--- config.mk ---
export PLATFORM = sky130hd
export DESIGN_NAME = mailbox_frame_validator
export DESIGN_NICKNAME = d
export VERILOG_FILES = /design/src/mfv_pkg.sv /design/src/mfv_frame_check.sv /design/src/mfv_result_queue.sv /design/src/mailbox_frame_validator.sv
export SDC_FILE = /design/constraint.sdc
export NUM_CORES = 1
export LEC_CHECK = 0
export ABC_AREA = 1
export BUFFER_PORTS_ARGS = -buffer_cell sky130_fd_sc_hd__buf_2
export CORE_UTILIZATION = 31
export DETAILED_ROUTE_END_ITERATION = 16
export SLEW_MARGIN = 40
export SYNTH_ARGS = -nofsm -noshare
export SYNTH_HDL_FRONTEND = slang
export SYNTH_SLANG_ARGS = --single-unit
--- constraint.sdc ---
create_clock -name clk -period 13.6 [get_ports clk]
set_clock_uncertainty 0.05 [all_clocks]
set_input_delay 0 -clock clk [delete_from_list [all_inputs] [get_ports clk]]
set_output_delay 0 -clock clk [all_outputs]
set_load 0.05 [all_outputs]
--- src/mfv_pkg.sv ---
`timescale 1ns / 1ps

package mfv_pkg;

  // Slot geometry
  localparam int SLOT_BYTES   = 512;
  localparam int HEADER_BYTES = 20;
  localparam int MAX_PAYLOAD  = SLOT_BYTES - HEADER_BYTES;

  // Byte count saturates one past the longest payload end
  localparam int POS_LIMIT = HEADER_BYTES + 65536;
  localparam int POS_W     = $clog2(POS_LIMIT + 1);

  // Header field offsets (little-endian)
  localparam int OFS_VERSION  = 4;
  localparam int OFS_LENGTH   = 6;
  localparam int OFS_SEQUENCE = 8;
  localparam int OFS_COMMAND  = 12;
  localparam int OFS_RESERVED = 14;
  localparam int OFS_CHECKSUM = 16;

  // Reflected CRC-32
  localparam logic [31:0] CRC_INIT = 32'hFFFF_FFFF;
  localparam logic [31:0] CRC_POLY = 32'hEDB8_8320;

  // Configuration register indexes
  localparam logic REG_MAGIC_WORD     = 1'b0;
  localparam logic REG_FORMAT_VERSION = 1'b1;

  typedef enum logic [1:0] {
    ST_ABSENT  = 2'd0,
    ST_CORRUPT = 2'd1,
    ST_VALID   = 2'd2
  } status_t;

  typedef struct packed {
    logic [7:0]  data_byte;
    logic        frame_start;
    logic        frame_end;
    logic [31:0] previous_sequence;
  } item_t;

  typedef struct packed {
    status_t     status;
    logic [15:0] command_code;
    logic [31:0] message_sequence;
    logic [8:0]  payload_bytes;
  } result_t;

  // One byte through the reflected CRC-32, LSB first
  function automatic logic [31:0] crc32_byte(input logic [31:0] crc, input logic [7:0] b);
    logic [31:0] c;
    c = crc ^ {24'd0, b};
    for (int i = 0; i < 8; i++) begin
      c = (c >> 1) ^ (CRC_POLY & {32{c[0]}});
    end
    return c;
  endfunction

endpackage

--- src/mfv_frame_check.sv ---
`timescale 1ns / 1ps

module mfv_frame_check (
  input  logic             clk,
  input  logic             rst,
  input  logic             step,
  input  mfv_pkg::item_t   item,
  input  logic [31:0]      magic_word,
  input  logic [15:0]      format_version,
  output logic             push,
  output mfv_pkg::result_t result
);
  import mfv_pkg::*;

  // Frame state
  logic [POS_W-1:0] pos;
  logic [31:0]      magic;
  logic [15:0]      version;
  logic [15:0]      length;
  logic [31:0]      sequence_id;
  logic [15:0]      command;
  logic [31:0]      checksum;
  logic [31:0]      crc;
  logic [31:0]      saved_prev;
  logic             active;

  // Values after a possible frame restart
  logic [POS_W-1:0] pos_e;
  logic [15:0]      length_e;
  logic [31:0]      crc_e;
  logic             active_e;

  logic [POS_W-1:0] pos_next;
  logic [31:0]      magic_next;
  logic [15:0]      version_next;
  logic [15:0]      length_next;
  logic [31:0]      sequence_id_next;
  logic [15:0]      command_next;
  logic [31:0]      checksum_next;
  logic [31:0]      crc_next;
  logic [31:0]      saved_prev_next;
  logic             active_next;

  logic [POS_W-1:0] payload_ofs;
  logic [POS_W-1:0] need_pos;
  logic             absent;
  logic             corrupt;

  always_comb begin
    pos_e    = item.frame_start ? '0 : pos;
    length_e = item.frame_start ? '0 : length;
    crc_e    = item.frame_start ? CRC_INIT : crc;
    active_e = item.frame_start | active;

    magic_next       = item.frame_start ? '0 : magic;
    version_next     = item.frame_start ? '0 : version;
    length_next      = length_e;
    sequence_id_next = item.frame_start ? '0 : sequence_id;
    command_next     = item.frame_start ? '0 : command;
    checksum_next    = item.frame_start ? '0 : checksum;
    crc_next         = crc_e;
    saved_prev_next  = item.frame_start ? item.previous_sequence : saved_prev;
    payload_ofs      = pos_e - POS_W'(HEADER_BYTES);

    // Header capture or payload CRC
    if (pos_e < POS_W'(OFS_VERSION)) begin
      magic_next[{pos_e[1:0], 3'b000} +: 8] = item.data_byte;
    end else if (pos_e < POS_W'(OFS_LENGTH)) begin
      version_next[{pos_e[0], 3'b000} +: 8] = item.data_byte;
    end else if (pos_e < POS_W'(OFS_SEQUENCE)) begin
      length_next[{pos_e[0], 3'b000} +: 8] = item.data_byte;
    end else if (pos_e < POS_W'(OFS_COMMAND)) begin
      sequence_id_next[{pos_e[1:0], 3'b000} +: 8] = item.data_byte;
    end else if (pos_e < POS_W'(OFS_RESERVED)) begin
      command_next[{pos_e[0], 3'b000} +: 8] = item.data_byte;
    end else if (pos_e < POS_W'(OFS_CHECKSUM)) begin
      // reserved half-word, dropped
    end else if (pos_e < POS_W'(HEADER_BYTES)) begin
      checksum_next[{pos_e[1:0], 3'b000} +: 8] = item.data_byte;
    end else if (payload_ofs < POS_W'(length_e)) begin
      crc_next = crc32_byte(crc_e, item.data_byte);
    end

    pos_next    = (pos_e < POS_W'(POS_LIMIT)) ? pos_e + POS_W'(1) : pos_e;
    active_next = active_e & ~item.frame_end;

    // End-of-slot verdict on the updated state
    need_pos = POS_W'(length_next) + POS_W'(HEADER_BYTES);
    absent   = (magic_next != magic_word) || (version_next != format_version) ||
               (sequence_id_next == saved_prev_next);
    corrupt  = (length_next > 16'(MAX_PAYLOAD)) || (pos_next < need_pos) ||
               (~crc_next != checksum_next);

    result = '0;
    if (absent) begin
      result.status = ST_ABSENT;
    end else if (corrupt) begin
      result.status = ST_CORRUPT;
    end else begin
      result.status           = ST_VALID;
      result.command_code     = command_next;
      result.message_sequence = sequence_id_next;
      result.payload_bytes    = length_next[8:0];
    end

    push = step & active_e & item.frame_end;
  end

  // State update; bytes outside a frame leave it untouched
  always_ff @(posedge clk) begin
    if (rst) begin
      pos         <= '0;
      magic       <= '0;
      version     <= '0;
      length      <= '0;
      sequence_id <= '0;
      command     <= '0;
      checksum    <= '0;
      crc         <= CRC_INIT;
      saved_prev  <= '0;
      active      <= 1'b0;
    end else if (step && active_e) begin
      pos         <= pos_next;
      magic       <= magic_next;
      version     <= version_next;
      length      <= length_next;
      sequence_id <= sequence_id_next;
      command     <= command_next;
      checksum    <= checksum_next;
      crc         <= crc_next;
      saved_prev  <= saved_prev_next;
      active      <= active_next;
    end
  end

endmodule

--- src/mfv_result_queue.sv ---
`timescale 1ns / 1ps

module mfv_result_queue (
  input  logic             clk,
  input  logic             rst,
  input  logic             push,
  input  mfv_pkg::result_t push_data,
  input  logic             pop,
  output logic             full,
  output logic             not_empty,
  output mfv_pkg::result_t head
);
  import mfv_pkg::*;

  result_t    entries [2];
  logic       wr_ptr;
  logic       rd_ptr;
  logic [1:0] count;
  logic       do_push;
  logic       do_pop;

  assign full      = (count == 2'd2);
  assign not_empty = (count != 2'd0);
  assign head      = entries[rd_ptr];
  assign do_push   = push & ~full;
  assign do_pop    = pop & not_empty;

  // Two-entry output buffer: input side keeps moving while a result waits
  always_ff @(posedge clk) begin
    if (rst) begin
      wr_ptr <= 1'b0;
      rd_ptr <= 1'b0;
      count  <= 2'd0;
    end else begin
      if (do_push) begin
        wr_ptr <= ~wr_ptr;
      end
      if (do_pop) begin
        rd_ptr <= ~rd_ptr;
      end
      count <= count + {1'b0, do_push} - {1'b0, do_pop};
    end
  end

  always_ff @(posedge clk) begin
    if (do_push) begin
      entries[wr_ptr] <= push_data;
    end
  end

endmodule

--- src/mailbox_frame_validator.sv ---
`timescale 1ns / 1ps
// An accepted byte is registered in the input register and checked from there; a slot's result
//   is queued in the result buffer and offered on out_valid. Throughput: one byte per cycle while
//   the result buffer has room, set by the byte-wide CRC-32 step and header capture.
// Reset (rst, synchronous, active high) clears the frame state, presets the CRC to
//   all ones, zeroes both configuration registers and empties the item buffers.

module mailbox_frame_validator (
  input  logic        clk,
  input  logic        rst,
  // configuration
  input  logic        cfg_en,
  input  logic        cfg_index,
  input  logic [31:0] cfg_data,
  // input channel
  input  logic        in_valid,
  output logic        in_stall,
  input  logic [7:0]  data_byte,
  input  logic        frame_start,
  input  logic        frame_end,
  input  logic [31:0] previous_sequence,
  // output channel
  output logic        out_valid,
  input  logic        out_stall,
  output logic [1:0]  status,
  output logic [15:0] command_code,
  output logic [31:0] message_sequence,
  output logic [8:0]  payload_bytes
);
  import mfv_pkg::*;

  logic [31:0] magic_word;
  logic [15:0] format_version;

  item_t   in_q;
  logic    in_q_valid;
  logic    take;
  logic    step;
  logic    q_full;
  logic    push;
  result_t result;
  result_t head;

  // Configuration registers
  always_ff @(posedge clk) begin
    if (rst) begin
      magic_word     <= '0;
      format_version <= '0;
    end else if (cfg_en) begin
      case (cfg_index)
        REG_MAGIC_WORD:     magic_word     <= cfg_data;
        REG_FORMAT_VERSION: format_version <= cfg_data[15:0];
        default: ;
      endcase
    end
  end

  // Input register; it drains whenever the result buffer has room
  assign step     = in_q_valid & ~q_full;
  assign in_stall = in_q_valid & q_full;
  assign take     = in_valid & ~in_stall;

  always_ff @(posedge clk) begin
    if (rst) begin
      in_q_valid <= 1'b0;
    end else begin
      in_q_valid <= take | (in_q_valid & ~step);
    end
  end

  always_ff @(posedge clk) begin
    if (take) begin
      in_q.data_byte         <= data_byte;
      in_q.frame_start       <= frame_start;
      in_q.frame_end         <= frame_end;
      in_q.previous_sequence <= previous_sequence;
    end
  end

  mfv_frame_check u_check (
    .clk            (clk),
    .rst            (rst),
    .step           (step),
    .item           (in_q),
    .magic_word     (magic_word),
    .format_version (format_version),
    .push           (push),
    .result         (result)
  );

  mfv_result_queue u_queue (
    .clk       (clk),
    .rst       (rst),
    .push      (push),
    .push_data (result),
    .pop       (~out_stall),
    .full      (q_full),
    .not_empty (out_valid),
    .head      (head)
  );

  assign status           = head.status;
  assign command_code     = head.command_code;
  assign message_sequence = head.message_sequence;
  assign payload_bytes    = head.payload_bytes;

endmodule

==> metrics.txt, run 1 <==
Routed Antenna Nets 0; Max H-tree Level 2; initial antenna violation count 0; via count of the first global-routing pass just over 20000; post-cts resize count 0; commonest non-fill, non-tap cells in the layout 816 x nand2_1, 402 x inv_1, 344 x nor2_1; Initial Utilization about a third; Worst-Margin Slew between 0.8 and 0.9 ns; Final Setup Violations 0; relative slew slack 42.2%; synth-to-layout area growth 16.9%; GR Overflow Total 0; Post-synth EDFFs 160; unrepaired setup endpoints after global routing false; post-route clock period utilization between 50% and 60%; Die Wd 283 µm; top_reg_cell synth dfxtp_1; core footprint 77800 µm²; Worst path slowest cell buf_4; FF-to-FF End u_queue.entries[0][9]$_DFFE_PP_; Leakage 0.0125 µW; share of cells above drive strength 1 a little under an eighth; async set-reset flop share out of synthesis 0%; Crit path top cell by count nor2_1; Worst Setup Path Type register to register; R2R Path Start in_q[33]$_DFFE_PP_; Final Instance Area 28700 µm²; register area share after synthesis 42.4%; vias 22300; critical path startpoint category register; Final Hold Vio Count 0; Initial DRC Count 2019; Buffers on Ports 140; syn nets 3473; maximum vdd drop 0.0847 mV; # clock sinks between 400 and 500; Worst Path Max Fanout 68; sw frac between 30% and 40%; pwr dens 148 nW/µm²; GP Congestion 0.923; row count roughly 100; total wire length 78.9 mm; max-capacitance violation count 0; Wirelength per Cell 17.2 µm; Post-Syn Area 24600 µm²; CP Data Required Time between 10 and 15 ns; # diodes 0; post-DR vias/cell 4.85; most common cell after layout, fill and taps aside nand2_1; combinational share of power 31.5%; IO Pins roughly 140; Critical Path AT 8.03 ns; depth of the worst hold-timing path 5; Clock Latency Late Sink 0.60 ns; R2R setup slack 5.85 ns; Setup TNS Final 0 ns; root buf cell clkbuf_16; Die Ht 283 µm; Area after DPL 26100 µm²; fmax 0.129 GHz; Seq cells post-synth 440; Critical Path Start in_q[33]$_DFFE_PP_; critical path's largest stage delay 0.79 ns; worst hold endpoint magic_word[31]$_SDFFE_PP0P_; first-pass GRT wire length 121 mm; Seq pwr share 36.4%; CTS buffer count 47; DP Wirelength 55.3 mm; total track usage 19.2%; worst min-delay path category input port to register; Hold Crit Start cfg_index; Distinct cells, synth 50; Final #Nets between 3000 and 4000; R2R depth 32; status finished clean; largest net degree at the start of global routing around 190; post-route minimum period 7.75 ns; cell-internal power roughly 2700 µW; Synth warnings 0; total power approximately 4200 µW; fin. max-slew vios 0; synthesized instance count 3354; mean post-synth cell area 7.32 µm²; Clock transition at path regs 0.06 ns; CTS tree done; Net Sw Power 1570 µW; crit path capture type register; Clock power frac between 30% and 40%; DRT Pass-1 Iters 6; DR DRC count 0; post-layout util 36.9%; Die ar. 80300 µm²; clock buffer depth 3
-- timing repair --
action                                 4_1_cts  5_1_grt
endpoints found under the hold margin      124        0
hold buffers                                99        0
setup buffers                                0        0
-- layer usage --
metal,track usage [%],up-vias,part of all wire (%)
li1,-,11200,-
met1,27.1,10300,47
met2,30.1,665,45
met5,0,-,0
met4,6.14,0,2.9
met3,2.62,127,5.6
-- flip-flops by register name, summed over array words and instances (netlist names), 16 cells and up, named ones only --
name	cells
u_queue.entries	118
in_q	42
magic_word	32
u_check.checksum	32
u_check.crc	32
u_check.magic	32
u_check.saved_prev	32
u_check.sequence_id	32
u_check.pos	17
format_version	16
u_check.command	16
u_check.length	16
u_check.version	16
-- stage by stage --
stage,std cells,setup WS [ns],hold slack (ns)
floorplan,3354,8.23,0.0489
global placement,4396,5.97,0.126
detailed placement,4397,5.80,0.128
CTS,4584,5.78,0.00585
global route,4584,5.06,0.0459
finish,4584,5.85,0.0301
-- critical path, delay by kind of cell, from the launching register on --
| kind | cells | cell delay [ns] |
|---|---|---|
| AOI/OAI and AO/OA | 3 | 0.82 |
| xor gates and xnor gates | 1 | 0.17 |
| adders and majority gates | 2 | 0.53 |
| buffers and inverters | 4 | 1.88 |
| DFF | 1 | 0.33 |
| and+or+nand+nor | 22 | 3.62 |
-- cell type report --
type	instances	area (µm²)
Sequential cell	440	10400
Tap cell	1040	1300
Clock inverter	30	335
Fill cell	8193	49100
Multi-Input combinational cell	2328	11900
Timing Repair Buffer	262	1910
Clock buffer	58	1280
Inverter	426	1610
-- synthesized netlist by cell type, types with 10 or more instances --
library cell / n / share of area (%)
a21oi_1: 203 / 4.1
buf_1: 19 / 0.29
buf_2: 17 / 0.35
buf_6: 10 / 0.46
clkbuf_1: 110 / 1.7
dfxtp_1: 280 / 23
edfxtp_1: 160 / 20
ha_1: 39 / 2.0
inv_1: 404 / 6.2
inv_2: 18 / 0.28
mux2_2: 59 / 2.7
nand2_1: 817 / 12
nand2_2: 10 / 0.25
nand3_1: 174 / 3.5
nand4_1: 17 / 0.43
nor2_1: 348 / 5.3
nor2_2: 19 / 0.48
nor3_1: 30 / 0.61
o211ai_1: 50 / 1.5
o21a_1: 11 / 0.34
o21ai_0: 272 / 5.5
o21ai_1: 39 / 0.80
o21bai_1: 27 / 0.83
or2_2: 39 / 0.99
xnor2_1: 20 / 0.71
xor2_1: 90 / 3.2
-- worst max path at each step --
| stage | end | depth (start not counted) |
|---|---|---|
| 2_1_floorplan | u_queue.entries[0][0]$_DFFE_PP_ | 11 |
| 3_3_place_gp | u_queue.entries[0][32]$_DFFE_PP_ | 32 |
| 3_5_place_dp | u_queue.entries[0][9]$_DFFE_PP_ | 31 |
| 4_1_cts | u_queue.entries[0][9]$_DFFE_PP_ | 32 |
| 5_1_grt | u_queue.entries[0][15]$_DFFE_PP_ | 31 |
| 6_report | u_queue.entries[0][9]$_DFFE_PP_ | 32 |
-- power by group through the flow --
stage,clock network (µW),logic (µW),registers [µW]
finish,1360,1340,1550
global route,1430,1470,1560
CTS,1380,1330,1540
detailed placement,0,1310,1570
global placement,0,1300,1570
floorplan,0,972,1550
-- cells by family (layout without fill, tap and decap cells) --
| group | after synthesis | count (layout) | synth area share, % |
|---|---|---|---|
| fa+ha+maj | 39 | 39 | 1.99 |
| buf+inv | 586 | 776 | 9.42 |
| mux | 64 | 64 | 2.91 |
| xor+xnor | 110 | 110 | 3.92 |
| compound gates | 633 | 633 | 14.1 |
| flops | 440 | 440 | 42.4 |
| simple gates | 1482 | 1482 | 25.2 |
Power figures use the tool's default switching activity.
==> run 2: changes to the inputs <==
ABC_AREA = 0   (was 1)
clock period = 6.75 ns   (was 13.6 ns; I/O delays follow)
==> metrics.txt, run 2 <==
post-route minimum period 6.42 ns (-1.33 ns); initial antenna violation count 2 (+2); Critical Path Start u_check.pos[2]$_SDFFE_PP0P_; first-pass GRT wire length 128 mm (+5.6%); Clock Latency Late Sink 0.62 ns (+0.02 ns); critical-path cell list inv_1, nor2_1, inv_1, ha_1, nand2b_1, nand3_1, nor3_1, xnor2_1, nand2_1, ha_1, nand3_1, nor3_1, a211oi_1, and4_1, nand2_2, or3_1, o311ai_0, o211ai_1, or4_2, buf_4, nor4_1; dpl cells 3778 (-14%); crit path capture type register; Leakage 0.0101 µW (-19%); core footprint 77700 µm² (-0.16%); IO Pins 141 (unchanged); commonest non-fill, non-tap cells in the layout 336 x nand2_1, 279 x dfxtp_1, 261 x nor2_1; Final #Nets 2993 (-17%); Largest Register u_queue.entries; unrepaired setup endpoints after global routing true; critical path's largest stage delay 0.72 ns (-0.07 ns); Post-Syn Area 24400 µm² (-0.48%); row count 102 (unchanged); Die Wd 283 µm (-0.24%); async set-reset flop share out of synthesis 0% (unchanged); Setup TNS Final 0 ns (unchanged); # Post-CTS Setup Buffers 0 (unchanged); # clock sinks 440 (unchanged); CTS tree done; FF-to-FF End u_queue.entries[1][27]$_DFFE_PP_; CP endpoint u_queue.entries[1][27]$_DFFE_PP_; post-DR vias/cell 5.57 (+15%); top_reg_cell synth dfxtp_1; Seq cells post-synth 440 (unchanged); ranking of synthesized cells by area dfxtp_1 23%, edfxtp_1 20%, xnor2_1 5.2%; Clock transition at path regs 0.07 ns (about the same); GP Congestion 0.976 (+5.8%); Die Ht 283 µm (-0.24%); DP Wirelength 61.7 mm (+12%); R2R Path Start u_check.pos[2]$_SDFFE_PP0P_; relative slew slack 38.6% (-3.6 points); worst min-delay path category input port to register; Routed Antenna Nets 0 (unchanged); clock buffer depth 3 (unchanged); Worst-Margin Slew 0.913 ns (+0.0461 ns); most common cell after layout, fill and taps aside nand2_1; post-route insts no fill 3957 (-14%); share of cells above drive strength 1 15.3% (+3.7 points); Die ar. 79900 µm² (-0.48%); fmax 0.156 GHz (+21%); Distinct cells, synth 86 (+72%); status finished clean; Hold Crit Start previous_sequence[5]; synthesized instance count 2731 (-19%); Critical Path AT 6.75 ns (-1.28 ns); pwr dens 246 nW/µm² (+66%); Yosys top cell by area dfxtp_1; most frequent cell after synthesis nand2_1; vias 22000 (-0.94%); synth-to-layout area growth 18.4%; maximum vdd drop 0.184 mV (+120%); Synth warnings 0 (unchanged); post-route clock period utilization 95.1% (+38 points); Regs by FF count u_queue.entries (118), in_q (42); Final Setup Violations 0 (unchanged); Post-synth EDFFs 160 (unchanged); fin. max-slew vios 0 (unchanged); largest net degree at the start of global routing 140 (-27%); Synth top cells by count 338 x nand2_1, 280 x dfxtp_1, 267 x nor2_1, 196 x a21oi_1, 171 x clkbuf_1; Final Hold Vio Count 0 (unchanged); Buffers on Ports 140 (unchanged); Synth top area share 22.9% (+0.11 points); Max H-tree Level 2 (unchanged); syn nets 2850 (-18%); Initial Utilization 31.4% (-0.10 points); max-capacitance violation count 0 (unchanged); Worst Path Max Fanout 43 (-37%); R2R depth 21 (-34%); total track usage 21.2% (+2.0 points); register area 10400 µm² (unchanged); Largest register FFs 118 (unchanged); mean post-synth cell area 8.95 µm² (+22%); Initial DRC Count 2397 (+19%); CP Data Required Time 7.08 ns (-6.81 ns); Worst Setup Path Type register to register; post-layout util 37.2% (+0.36 points); Wirelength per Cell 22.1 µm (+29%); total wire length 87.5 mm (+11%); DRT Pass-1 Iters 8 (+2); fill count 7897 (-3.6%); R2R setup slack 0.33 ns (-5.52 ns); via count of the first global-routing pass 20300 (-1.1%); register area share after synthesis 42.6% (+0.20 points); root buf cell clkbuf_16; critical path startpoint category register; Worst path slowest cell or4_2; CTS buffer count 48 (+2.1%); area of the multi-input gates 13100 µm² (+11%); GR Overflow Total 0 (unchanged); DR DRC count 0 (unchanged)
## run 2: logic make-up after synthesis
family | count (synthesis) | share of synthesized area, %
buf+inv | 262 | 4.32
simple gates | 1015 | 20.1
xor+xnor | 232 | 9.31
fa+ha+maj | 39 | 2.00
mux | 97 | 4.33
compound gates | 646 | 17.3
flops | 440 | 42.6
## run 2: what timing repair did
action	CTS	global route
gates resized for setup	0	7
setup endpoints to repair	0	107
hold endpoints to repair	134	0
hold buffers	86	0
## run 2: metrics by stage
step                      hold slack (ns)  worst slack (ns)  power (µW)  cell area [µm²]
after floorplan                    0.0489            0.0949        3910            24400
after global placement              0.129             0.430        4350            26300
after detailed placement            0.129             0.296        4350            26400
after CTS                          0.0125             0.256        7150            28900
after global routing               0.0376           -0.0647        7380            28900
final                              0.0424             0.330        7110            28900
## run 2: area by class of cell
cell class	count	share of cell area (%)
inverter	36	0.471
antenna	3	0.0259
sequential	440	36.0
multi-input combinational	2029	45.3
timing repair buffer	319	8.02
clock inverter	28	1.27
tap	1040	4.50
clock buffer	62	4.40
## run 2: worst min path at each step
stage | slack, ns | depth (start not counted) | to
final | 0.04 | 2 | in_q[5]$_DFFE_PP_
after global routing | 0.04 | 2 | in_q[13]$_DFFE_PP_
after CTS | 0.01 | 2 | in_q[5]$_DFFE_PP_
after detailed placement | 0.13 | 1 | in_q[40]$_DFFE_PP_
after global placement | 0.13 | 1 | in_q[39]$_DFFE_PP_
after floorplan | 0.05 | 0 | in_q[0]$_DFFE_PP_
## run 2: critical path, delay by kind of cell (launching register included)
family / cells / cell delay (ns)
and+or+nand+nor: 12 / 3.77
adders and majority gates: 2 / 0.56
DFF: 1 / 0.47
buffers and inverters: 3 / 0.59
AOI/OAI and AO/OA: 3 / 0.54
xor gates and xnor gates: 1 / 0.14
## run 2: per-layer routing
metal / GRT usage (%) / wire length (µm) / vias up
met5: 0 / 0 / -
met4: 7.26 / 2980 / 0
met3: 5.90 / 9120 / 184
met2: 32.5 / 38400 / 1058
met1: 28.5 / 37000 / 10600
li1: - / - / 10200
## run 2: power breakdown
group | internal (µW) | switching [µW] | leakage [µW]
registers | 2820 | 72.5 | 0.00377
clock network | 1590 | 1170 | 0.000780
logic | 489 | 975 | 0.00557
